### config.mk
export PLATFORM = sky130hd
export DESIGN_NAME = palette_fade_interpolator_core
export DESIGN_NICKNAME = d
export VERILOG_FILES = /design/src/hdl/pfi_pkg.sv /design/src/hdl/pfi_ctrl.sv /design/src/hdl/pfi_datapath.sv /design/src/hdl/palette_fade_interpolator_core.sv
export SDC_FILE = /design/constraint.sdc
export NUM_CORES = 1
export LEC_CHECK = 0
export ABC_AREA = 1
export BUFFER_PORTS_ARGS = -buffer_cell sky130_fd_sc_hd__buf_2
export CAP_MARGIN = 30
export CORE_MARGIN = 3
export CORE_UTILIZATION = 55
export CTS_CLUSTER_SIZE = 8
export DETAILED_ROUTE_END_ITERATION = 10
export PLACE_DENSITY = 0.76
export SYNTH_ARGS = -nofsm -noshare
export SYNTH_HDL_FRONTEND = slang
export SYNTH_HIERARCHICAL = 1
export SYNTH_SLANG_ARGS = --single-unit
### constraint.sdc
create_clock -name aclk -period 17 [get_ports aclk]
set_input_delay 3.4 -clock aclk [delete_from_list [all_inputs] [get_ports aclk]]
set_output_delay 3.4 -clock aclk [all_outputs]
set_load 0.02 [all_outputs]
### src/hdl/pfi_pkg.sv
package pfi_pkg;

    localparam int unsigned PALETTE_COUNT_MAX = 16;
    localparam int unsigned ENTRIES_LOG2      = 4;

    localparam int unsigned CFG_ADDR_W = 3;
    localparam int unsigned CFG_DATA_W = 16;

    // one step per quotient bit of (frame_time * 256) / fade_frames
    localparam int unsigned DIV_STEPS = 17;
    localparam int unsigned DIV_CNT_W = 5;

    localparam logic [1:0] MODE_RESTART = 2'd0;
    localparam logic [1:0] MODE_TICK    = 2'd1;
    localparam logic [1:0] MODE_BLEND   = 2'd2;

    localparam logic [1:0] SRC_FIXED_TO_PAL = 2'd1;
    localparam logic [1:0] SRC_PAL_TO_FIXED = 2'd2;

    localparam logic [CFG_ADDR_W-1:0] REG_FADE_FRAMES   = 3'd0;
    localparam logic [CFG_ADDR_W-1:0] REG_SOURCE_MODE   = 3'd1;
    localparam logic [CFG_ADDR_W-1:0] REG_FIXED_COLOR   = 3'd2;
    localparam logic [CFG_ADDR_W-1:0] REG_PALETTE_COUNT = 3'd3;
    localparam logic [CFG_ADDR_W-1:0] REG_USE_MASK      = 3'd4;
    localparam logic [CFG_ADDR_W-1:0] REG_PALETTE_MASK  = 3'd5;

    localparam logic [8:0] WEIGHT_ONE = 9'd256;

    typedef struct packed {
        logic req_load;
        logic exec;
        logic out_tick;
        logic div_start;
        logic div_step;
    } cmd_t;

    typedef struct packed {
        logic tick_div;
        logic div_last;
    } status_t;

    // c0 + floor((c1 - c0) * w / 256)
    function automatic logic [4:0] lerp_chan(input logic [4:0] c0, input logic [4:0] c1,
                                             input logic [8:0] w);
        logic signed [5:0]  d;
        logic signed [15:0] p;
        d = $signed({1'b0, c1}) - $signed({1'b0, c0});
        p = 16'(d) * 16'($signed({1'b0, w}));
        return c0 + p[12:8];
    endfunction

    function automatic logic [14:0] lerp_color(input logic [14:0] from, input logic [14:0] to,
                                               input logic [8:0] w);
        logic [14:0] res;
        res = '0;
        for (int i = 0; i < 3; i++) begin
            res[i*5 +: 5] = lerp_chan(from[i*5 +: 5], to[i*5 +: 5], w);
        end
        return res;
    endfunction

endpackage

### src/hdl/pfi_ctrl.sv
module pfi_ctrl (
    input  logic             aclk,
    input  logic             aresetn,
    input  logic             s_tvalid,
    output logic             s_tready,
    output logic             m_tvalid,
    input  logic             m_tready,
    input  pfi_pkg::status_t status,
    output pfi_pkg::cmd_t    cmd
);

    typedef enum logic [1:0] {
        ST_IDLE,
        ST_DIV,
        ST_EMIT
    } state_t;

    state_t state_reg, state_next;
    logic   req_valid_reg, req_valid_next;
    logic   out_valid_reg, out_valid_next;
    logic   out_free;
    logic   consume;

    assign out_free = !out_valid_reg || m_tready;
    assign consume  = cmd.div_start || cmd.exec;
    assign s_tready = !req_valid_reg || consume;
    assign m_tvalid = out_valid_reg;

    always_comb begin
        cmd        = '0;
        state_next = state_reg;
        unique case (state_reg)
            ST_IDLE: begin
                if (req_valid_reg) begin
                    if (status.tick_div) begin
                        cmd.div_start = 1'b1;
                        state_next    = ST_DIV;
                    end else if (out_free) begin
                        cmd.exec = 1'b1;
                    end
                end
            end
            ST_DIV: begin
                cmd.div_step = 1'b1;
                if (status.div_last) begin
                    state_next = ST_EMIT;
                end
            end
            ST_EMIT: begin
                if (out_free) begin
                    cmd.out_tick = 1'b1;
                    state_next   = ST_IDLE;
                end
            end
            default: state_next = ST_IDLE;
        endcase
        cmd.req_load   = s_tvalid && (!req_valid_reg || cmd.div_start || cmd.exec);
        req_valid_next = cmd.req_load || (req_valid_reg && !(cmd.div_start || cmd.exec));
        out_valid_next = cmd.exec || cmd.out_tick || (out_valid_reg && !m_tready);
    end

    always_ff @(posedge aclk) begin
        if (!aresetn) begin
            state_reg     <= ST_IDLE;
            req_valid_reg <= 1'b0;
            out_valid_reg <= 1'b0;
        end else begin
            state_reg     <= state_next;
            req_valid_reg <= req_valid_next;
            out_valid_reg <= out_valid_next;
        end
    end

endmodule

### src/hdl/pfi_datapath.sv
module pfi_datapath (
    input  logic                            aclk,
    input  logic                            aresetn,
    input  logic                            cfg_wr_en,
    input  logic [pfi_pkg::CFG_ADDR_W-1:0]  cfg_addr,
    input  logic [pfi_pkg::CFG_DATA_W-1:0]  cfg_wr_data,
    input  logic [39:0]                     s_tdata,
    input  logic [1:0]                      s_tuser,
    input  pfi_pkg::cmd_t                   cmd,
    output pfi_pkg::status_t                status,
    output logic [15:0]                     m_tdata,
    output logic                            m_tuser
);

    logic [7:0]  fade_frames_reg;
    logic [1:0]  source_mode_reg;
    logic [14:0] fixed_color_reg;
    logic [4:0]  palette_count_reg;
    logic        use_mask_reg;
    logic [15:0] palette_mask_reg;

    logic [8:0]  frame_time_reg, frame_time_next;
    logic        fade_active_reg, fade_active_next;
    logic [8:0]  blend_weight_reg, blend_weight_next;

    logic [1:0]  req_mode_reg;
    logic [7:0]  req_index_reg;
    logic [14:0] req_color_a_reg;
    logic [14:0] req_color_b_reg;

    logic [16:0] dvd_reg;
    logic [7:0]  rem_reg;
    logic [pfi_pkg::DIV_CNT_W-1:0] div_cnt_reg;

    logic [14:0] color_reg, color_next;
    logic        written_reg, written_next;
    logic        done_reg, done_next;

    logic [8:0]  time_inc;
    logic        tick_ends;
    logic [4:0]  pal_sat;
    logic        selected;
    logic [8:0]  w_sat;
    logic [8:0]  div_trial;
    logic        div_ge;
    logic [8:0]  div_diff;

    assign time_inc  = frame_time_reg + 9'd1;
    assign tick_ends = (time_inc > {1'b0, fade_frames_reg}) || (fade_frames_reg == 8'd0);

    assign status.tick_div = (req_mode_reg == pfi_pkg::MODE_TICK) && fade_active_reg
                             && !tick_ends;
    assign status.div_last = (div_cnt_reg == '0);

    assign pal_sat  = (palette_count_reg > 5'(pfi_pkg::PALETTE_COUNT_MAX))
                      ? 5'(pfi_pkg::PALETTE_COUNT_MAX) : palette_count_reg;
    assign selected = use_mask_reg
                      ? palette_mask_reg[req_index_reg[7:pfi_pkg::ENTRIES_LOG2]]
                      : ({1'b0, req_index_reg} < {pal_sat, 4'd0});
    assign w_sat    = (blend_weight_reg > pfi_pkg::WEIGHT_ONE) ? pfi_pkg::WEIGHT_ONE
                                                               : blend_weight_reg;

    assign div_trial = {rem_reg, dvd_reg[16]};
    assign div_ge    = div_trial >= {1'b0, fade_frames_reg};
    assign div_diff  = div_trial - {1'b0, fade_frames_reg};

    always_comb begin
        frame_time_next   = frame_time_reg;
        fade_active_next  = fade_active_reg;
        blend_weight_next = blend_weight_reg;
        color_next        = 15'd0;
        written_next      = 1'b0;
        if (cmd.exec) begin
            unique case (req_mode_reg)
                pfi_pkg::MODE_RESTART: begin
                    frame_time_next   = 9'd0;
                    fade_active_next  = 1'b1;
                    blend_weight_next = 9'd0;
                end
                pfi_pkg::MODE_TICK: begin
                    if (fade_active_reg) begin
                        frame_time_next  = time_inc;
                        fade_active_next = 1'b0;
                    end
                end
                pfi_pkg::MODE_BLEND: begin
                    if (fade_active_reg && selected) begin
                        written_next = 1'b1;
                        unique case (source_mode_reg)
                            pfi_pkg::SRC_FIXED_TO_PAL:
                                color_next = pfi_pkg::lerp_color(fixed_color_reg,
                                                                 req_color_b_reg, w_sat);
                            pfi_pkg::SRC_PAL_TO_FIXED:
                                color_next = pfi_pkg::lerp_color(fixed_color_reg,
                                                                 req_color_a_reg,
                                                                 pfi_pkg::WEIGHT_ONE - w_sat);
                            default:
                                color_next = pfi_pkg::lerp_color(req_color_a_reg,
                                                                 req_color_b_reg, w_sat);
                        endcase
                    end
                end
                default: begin
                end
            endcase
        end else if (cmd.div_start) begin
            frame_time_next = time_inc;
        end else if (cmd.div_step && status.div_last) begin
            blend_weight_next = {dvd_reg[7:0], div_ge};
        end
        done_next = !fade_active_next;
    end

    always_ff @(posedge aclk) begin
        if (!aresetn) begin
            fade_frames_reg   <= 8'd32;
            source_mode_reg   <= 2'd0;
            fixed_color_reg   <= 15'd0;
            palette_count_reg <= 5'd1;
            use_mask_reg      <= 1'b0;
            palette_mask_reg  <= 16'd0;
            frame_time_reg    <= 9'd0;
            fade_active_reg   <= 1'b0;
            blend_weight_reg  <= 9'd0;
            div_cnt_reg       <= '0;
        end else begin
            if (cfg_wr_en) begin
                unique case (cfg_addr)
                    pfi_pkg::REG_FADE_FRAMES:   fade_frames_reg   <= cfg_wr_data[7:0];
                    pfi_pkg::REG_SOURCE_MODE:   source_mode_reg   <= cfg_wr_data[1:0];
                    pfi_pkg::REG_FIXED_COLOR:   fixed_color_reg   <= cfg_wr_data[14:0];
                    pfi_pkg::REG_PALETTE_COUNT: palette_count_reg <= cfg_wr_data[4:0];
                    pfi_pkg::REG_USE_MASK:      use_mask_reg      <= cfg_wr_data[0];
                    pfi_pkg::REG_PALETTE_MASK:  palette_mask_reg  <= cfg_wr_data[15:0];
                    default: begin
                    end
                endcase
            end
            frame_time_reg   <= frame_time_next;
            fade_active_reg  <= fade_active_next;
            blend_weight_reg <= blend_weight_next;
            if (cmd.div_start) begin
                div_cnt_reg <= pfi_pkg::DIV_CNT_W'(pfi_pkg::DIV_STEPS - 1);
            end else if (cmd.div_step) begin
                div_cnt_reg <= div_cnt_reg - pfi_pkg::DIV_CNT_W'(1);
            end
        end
    end

    always_ff @(posedge aclk) begin
        if (cmd.req_load) begin
            req_mode_reg    <= s_tuser;
            req_index_reg   <= s_tdata[7:0];
            req_color_a_reg <= s_tdata[22:8];
            req_color_b_reg <= s_tdata[37:23];
        end
        if (cmd.div_start) begin
            dvd_reg <= {time_inc, 8'd0};
            rem_reg <= 8'd0;
        end else if (cmd.div_step) begin
            dvd_reg <= {dvd_reg[15:0], div_ge};
            rem_reg <= div_ge ? div_diff[7:0] : div_trial[7:0];
        end
        if (cmd.exec || cmd.out_tick) begin
            color_reg   <= color_next;
            written_reg <= written_next;
            done_reg    <= done_next;
        end
    end

    assign m_tdata = {done_reg, color_reg};
    assign m_tuser = written_reg;

endmodule

### src/hdl/palette_fade_interpolator_core.sv
// Palette fade engine for BGR555 colours. Requests carry a mode in s_tuser:
// restart, frame tick or blend of one palette entry; every request returns
// exactly one result. A request buffer in front of the output register lets
// the next request in while a result waits. Restart, blend, a tick while the
// fade is idle and the tick that ends the fade run from the request buffer,
// so blends stream at one entry per cycle while the output is not stalled.
// A tick that recomputes the Q.8 weight runs the bit-serial restoring divider,
// one quotient bit per cycle over 17 steps, before the next request starts.
module palette_fade_interpolator_core (
    input  logic                            aclk,
    input  logic                            aresetn,
    input  logic                            cfg_wr_en,
    input  logic [pfi_pkg::CFG_ADDR_W-1:0]  cfg_addr,
    input  logic [pfi_pkg::CFG_DATA_W-1:0]  cfg_wr_data,
    input  logic                            s_tvalid,
    output logic                            s_tready,
    input  logic [39:0]                     s_tdata,  // entry_index, color_a, color_b
    input  logic [1:0]                      s_tuser,  // mode
    output logic                            m_tvalid,
    input  logic                            m_tready,
    output logic [15:0]                     m_tdata,  // blended_color, done_res
    output logic                            m_tuser   // written
);

    pfi_pkg::cmd_t    cmd;
    pfi_pkg::status_t status;

    pfi_ctrl u_ctrl (
        .aclk     (aclk),
        .aresetn  (aresetn),
        .s_tvalid (s_tvalid),
        .s_tready (s_tready),
        .m_tvalid (m_tvalid),
        .m_tready (m_tready),
        .status   (status),
        .cmd      (cmd)
    );

    pfi_datapath u_datapath (
        .aclk        (aclk),
        .aresetn     (aresetn),
        .cfg_wr_en   (cfg_wr_en),
        .cfg_addr    (cfg_addr),
        .cfg_wr_data (cfg_wr_data),
        .s_tdata     (s_tdata),
        .s_tuser     (s_tuser),
        .cmd         (cmd),
        .status      (status),
        .m_tdata     (m_tdata),
        .m_tuser     (m_tuser)
    );

    // a written blend only happens inside an active fade
    a_written_not_done: assert property (@(posedge aclk) disable iff (!aresetn)
        m_tvalid && m_tuser |-> !m_tdata[15])
        else $error("blend result flagged as done");

    a_reset_no_valid: assert property (@(posedge aclk)
        !aresetn |=> !m_tvalid)
        else $error("result valid straight after reset");

    a_div_follows_start: assert property (@(posedge aclk) disable iff (!aresetn)
        cmd.div_start |=> cmd.div_step && !cmd.exec && !cmd.out_tick)
        else $error("divider not stepping after start");

    a_no_load_while_dividing: assert property (@(posedge aclk) disable iff (!aresetn)
        cmd.div_step |-> !cmd.exec && !cmd.out_tick && !cmd.div_start)
        else $error("result loaded while dividing");

endmodule
Word-level counts from Yosys, hierarchy flattened
Cells that the tools add are included.

word-level totals
  bits in registers = 157
  logic and storage cells = 159

cells by class
  $add $sub $neg = 22
  multiply operators = 9
  magnitude comparators = 6
  eq/ne operators = 19
  multiplexer cells = 36
  bitwise logic cells = 1
  reduce and logical (&&, ||, !) cells = 42

operators by type and width
  cell                 number
  $mul 6x10->13        9
  $mux 9               8
  $sub 5x5->6          9
  $add 5x5->5          9
  $mux 17              2
  $pmux 15 s2          1
  $pmux 9 s2           1
  $mux 5               3
  $reduce_and 2->1     7
  $mux 1               13
  $ne 2x1->1 const B   5
  $add 9x1->9 const B  1
  $ge 9x8->1           1
  $gt 9x8->1           1
  $gt 9x9->1 const B   1
  $logic_or 1x1->1     9
  $lt 8x9->1           1
  $reduce_and 3->1     3
  $sub 9x9->9 const A  1
  $logic_not 8->1      1
  $mux 2               4
  $mux 8               1
  $sub 8x8->8          1
  $logic_and 1x1->1    7
  other kinds (22)     36

Logic depth before layout (Yosys ltp)
  depth in word-level cells = 12
  depth in mapped cells = 40

Modules after synthesis
Netlist, hierarchy kept.

by module, submodules not included
  module        times used  cells an instance  area each (um^2)  seq. area each (um^2)
  pfi_datapath  1           2773               21805.9           3603.5
  pfi_ctrl      1           36                 239.0             80.1

Least setup slack after synthesis
OpenSTA, ideal clock, no wires.

  path type = input port to output port
  start = in m_tready
  end = out s_tready
  data arrival time = 3.782 ns
  data required time = 13.600 ns
  setup slack = 9.818 ns
  stages = 4
  cell sequence = inv_1 > nand2_1 > nand4_2 > nand3_2

between the ends
  cells in the longest elaborated chain, start to end = 7

ends and longest elaborated chain
  item              line                                  text
  from (decl)       palette_fade_interpolator_core.sv:20  input logic m_tready,
  $logic_or 1x1->1  pfi_ctrl.sv:24                        assign out_free = !out_valid_reg || m_tready;
  $mux 1            pfi_ctrl.sv:38                        end else if (out_free) begin
  $mux 1            pfi_ctrl.sv:35                        if (status.tick_div) begin
  $mux 1            pfi_ctrl.sv:34                        if (req_valid_reg) begin
  $mux 1            pfi_ctrl.sv:32                        unique case (state_reg)
  $logic_or 1x1->1  pfi_ctrl.sv:25                        assign consume = cmd.div_start || cmd.exec;
  $logic_or 1x1->1  pfi_ctrl.sv:26                        assign s_tready = !req_valid_reg || consume;
  to (decl)         palette_fade_interpolator_core.sv:16  output logic s_tready,

Every way passes these cells.

Worst setup path after layout
  start = reg u_datapath.blend_weight_reg[8]
  end = reg u_datapath.color_reg[4] (data pin)

between the ends
  cells in the longest elaborated chain, start to end = 6
  elaborated cells on any way between the ends = 10

ends and longest elaborated chain
  item                    line                 text
  from (decl)             pfi_datapath.sv:24   logic [8:0] blend_weight_reg, blend_weight_next;
  from (signal assigned)  pfi_datapath.sv:141  blend_weight_reg <= blend_weight_next;
  $gt 9x9->1              pfi_datapath.sv:60   assign w_sat = (blend_weight_reg > pfi_pkg::WEIGHT_ONE) ? pfi_pkg::WEIGHT_ONE
  $mux 9 (*)              pfi_datapath.sv:60
  $sub 9x9->9             pfi_datapath.sv:96   pfi_pkg::WEIGHT_ONE - w_sat);
  $mul 6x10->13           pfi_pkg.sv:48        p = 16'(d) * 16'($signed({1'b0, w}));
  $add 5x5->5             pfi_pkg.sv:49        return c0 + p[12:8];
  $pmux 15 s2 (*)         pfi_datapath.sv:89   unique case (source_mode_reg)
  to (signal assigned)    pfi_datapath.sv:165  color_reg <= color_next;
  to (decl)               pfi_datapath.sv:35   logic [14:0] color_reg, color_next;

Mark *: on every way between the ends. The rest lies on a longest branch, timed or not.
A chain may end at the register's enable or synchronous reset.

==> impl_metrics.ini <==
[run_status]
outcome = complete, no violations

[sta]
maxSlewHeadroom_pct = 28.7
max_freq_mhz = 116
rsz0062_at_grt = false
fin_skew_ps = 17.9
fin_crit_sh_pct = 50.6
worst_slew_pin_slew_ps = 1070
period_needed_ps = 8590
hold_viol_final = 0
tns_ps = 0
setup_viol = 0
report.final.slew_viol_count = 0

[placement]
place_area_um2 = 22900
hpwlAfterDp_um = 45800
place.gp.congestion = 0.925
port_buffers = 78

[layout]
area_growth_pct = 6.74
layout-drive-gt1-share_pct = 6.39
insertedDiodeCount = 0
num-fill-cells = 3431
fin_nets = 3467
final_area_um2 = 23500
largest_reg_flops = 17

[power]
internal_power_w = 0.00106
ir_worst_vdd_mv = 0.108
p_leak_nw = 12.4
cellPowerDensity_nw_per_um2 = 82.8
power_frac_seq_pct = 22.0
p_comb_share_pct = 57.3
pwr-share-clk_pct = 20.7
switching_share_pct = 45.7
net-switching-power_w = 0.000889

[worst_setup_path]
cp.depth = 37
crit_family = adder cells
critPathBufInv = 8
endpoint_kind = register
crit_arrival_ps = 8840
worst_path_max_delay_cell = dfxtp_1
crit_required_ps = 17250
rrSetupSlack_ps = 8410
cpPeakStageDelay_ps = 790
setup.worst_path.class = reg -> reg
cp_max_fo = 31
cpMostUsedCell = nand2_1
ff2ff_path_depth = 37
cp-start-kind = register

[cts]
cts_tree = yes
numCtsBuffers = 17
postCtsHoldBufs = 0
clk_pin_slew_ps = 70
root_buffer = clkbuf_16
clk_path_buf_depth = 2
cts_resized = 0
clock-sinks = 153
htreeDepth = 4
cts_setup_buffers = 0
clock_latency_ps = 440

[hold_path]
hold_depth = 2
hp-class = reg -> reg

[routing]
firstDrtPassIters = 8
drc_errors = 0
wl_per_cell_um = 17.3
vias_per_cell = 5.58
drt_iter0_drc = 1459
postRouteAntennaNets = 0
finalWirelength_um = 58600
vias = 18900

[floorplanning]
fp.coreArea_um2 = 39100
die_height_um = 206
die_width_um = 206
die_area_um2 = 42500
ios = 85
start_util_pct = 56.4
num_rows = 72

[synthesis]
avgSynthCellArea_um2 = 7.85
synth_nets = 3426
ys_async_sr_fraction_pct = 0
netlist_instances = 2809
ys_top_cells_by_count = nand2_1, inv_1, nor2_1
yosysMostFrequentCell = nand2_1
yosysTopAreaCell = fa_1
seq_area_frac_synth_pct = 16.7
ys_ff_latch = 153
synthFlopType = dfxtp_1
synth_top_area_share_pct = 24.3
synth-edff-count = 62
yosysWarnings = 6
netlist_top_cells_area = fa_1, ha_1, nand2_1
ys_types = 60
synth_area_um2 = 22000

[grt]
grt_pass1_wl_um = 95500
grt_usage_pct = 28.4
grt-ovfl-total = 0
grt_pass1_vias = 19500
grt_antenna_before_repair = 0
grt_max_degree = 50

[flow_run]
drv_cap = 0
## worst register-to-register path, delay by kind of cell, from the launching register on
family,cells,cell delay (ps)
compound gates,3,980
simple gates,18,2140
flops,1,790
buf+inv,8,1510
xor+xnor,1,230
fa+ha+maj,7,2780
## power groups by stage
stage	Sequential, W	Combinational, W	Clock [W]
2_1_floorplan	0.000430	0.000839	0
3_3_place_gp	0.000434	0.00105	0
3_5_place_dp	0.000435	0.00110	0
4_1_cts	0.000427	0.00111	0.000412
5_1_grt	0.000430	0.00128	0.000424
6_report	0.000428	0.00112	0.000404
## per-stage QoR
step                hold slack, ps  setup WS, ps  cells  power [W]  utilization, %
global placement               451          8690   3349    0.00149            58.6
CTS                            468          8600   3381    0.00195            60.2
floorplan                      435          9820   2809    0.00127               -
detailed placement             459          8630   3349    0.00153            58.6
global route                   494          8080   3381    0.00213            60.2
finish                         470          8410   3381    0.00195            60.2
## logic make-up after synthesis
| kind of cell | Yosys count | synth area share, % |
|---|---|---|
| fa+ha+maj | 551 | 40.4 |
| buf+inv | 584 | 10.1 |
| compound gates | 296 | 7.70 |
| flops | 153 | 16.7 |
| mux | 1 | 0.0454 |
| simple gates | 1143 | 21.8 |
| xor+xnor | 81 | 3.22 |
## metal layers
layer	up-vias	global-route usage, %	share of wire [%]
met3	130	4.84	7.5
met2	743	48.1	48
met5	-	0	0
li1	8880	-	-
met4	0	12.8	4.4
met1	9101	35.9	40
## cell type report
| class | instances | area [um2] | area share (%) |
|---|---|---|---|
| tap | 518 | 648 | 2.75 |
| clock inverter | 15 | 204 | 0.867 |
| timing repair buffer | 89 | 473 | 2.01 |
| multi-input combinational | 2072 | 16100 | 68.6 |
| inverter | 517 | 1950 | 8.29 |
| sequential | 153 | 3680 | 15.7 |
| clock buffer | 17 | 425 | 1.81 |
## layout by cell type (no fill, tap or decap), types with 5 or more instances in the layout
cell type / n
fa_1: 268
dfxtp_1: 91
nand4_1: 21
inv_1: 502
a31oi_1: 13
inv_2: 8
a211oi_1: 7
o211ai_1: 5
clkbuf_16: 17
xor2_1: 55
nor2_1: 361
a21o_1: 8
o21ai_0: 87
nand2_2: 8
inv_8: 5
a21oi_1: 119
nand3_1: 98
nand2_1: 586
nor3_1: 16
clkinv_1: 5
edfxtp_1: 62
o21bai_1: 11
ha_1: 283
or2_1: 5
o22ai_1: 13
buf_2: 78
or2_2: 11
nand2_4: 8
a22oi_1: 8
buf_4: 11
xnor2_1: 26
## path summary, 6_finish.rpt
check | start | to
worst max-delay path | u_datapath/blend_weight_reg[8] | u_datapath/color_reg[4]
worst min-delay path | u_datapath/dvd_reg[5] | u_datapath/blend_weight_reg[6]
worst max register to register | u_datapath/blend_weight_reg[8] | u_datapath/color_reg[4]
worst min register to register | u_datapath/dvd_reg[5] | u_datapath/blend_weight_reg[6]
Power figures use the tool's default switching activity.
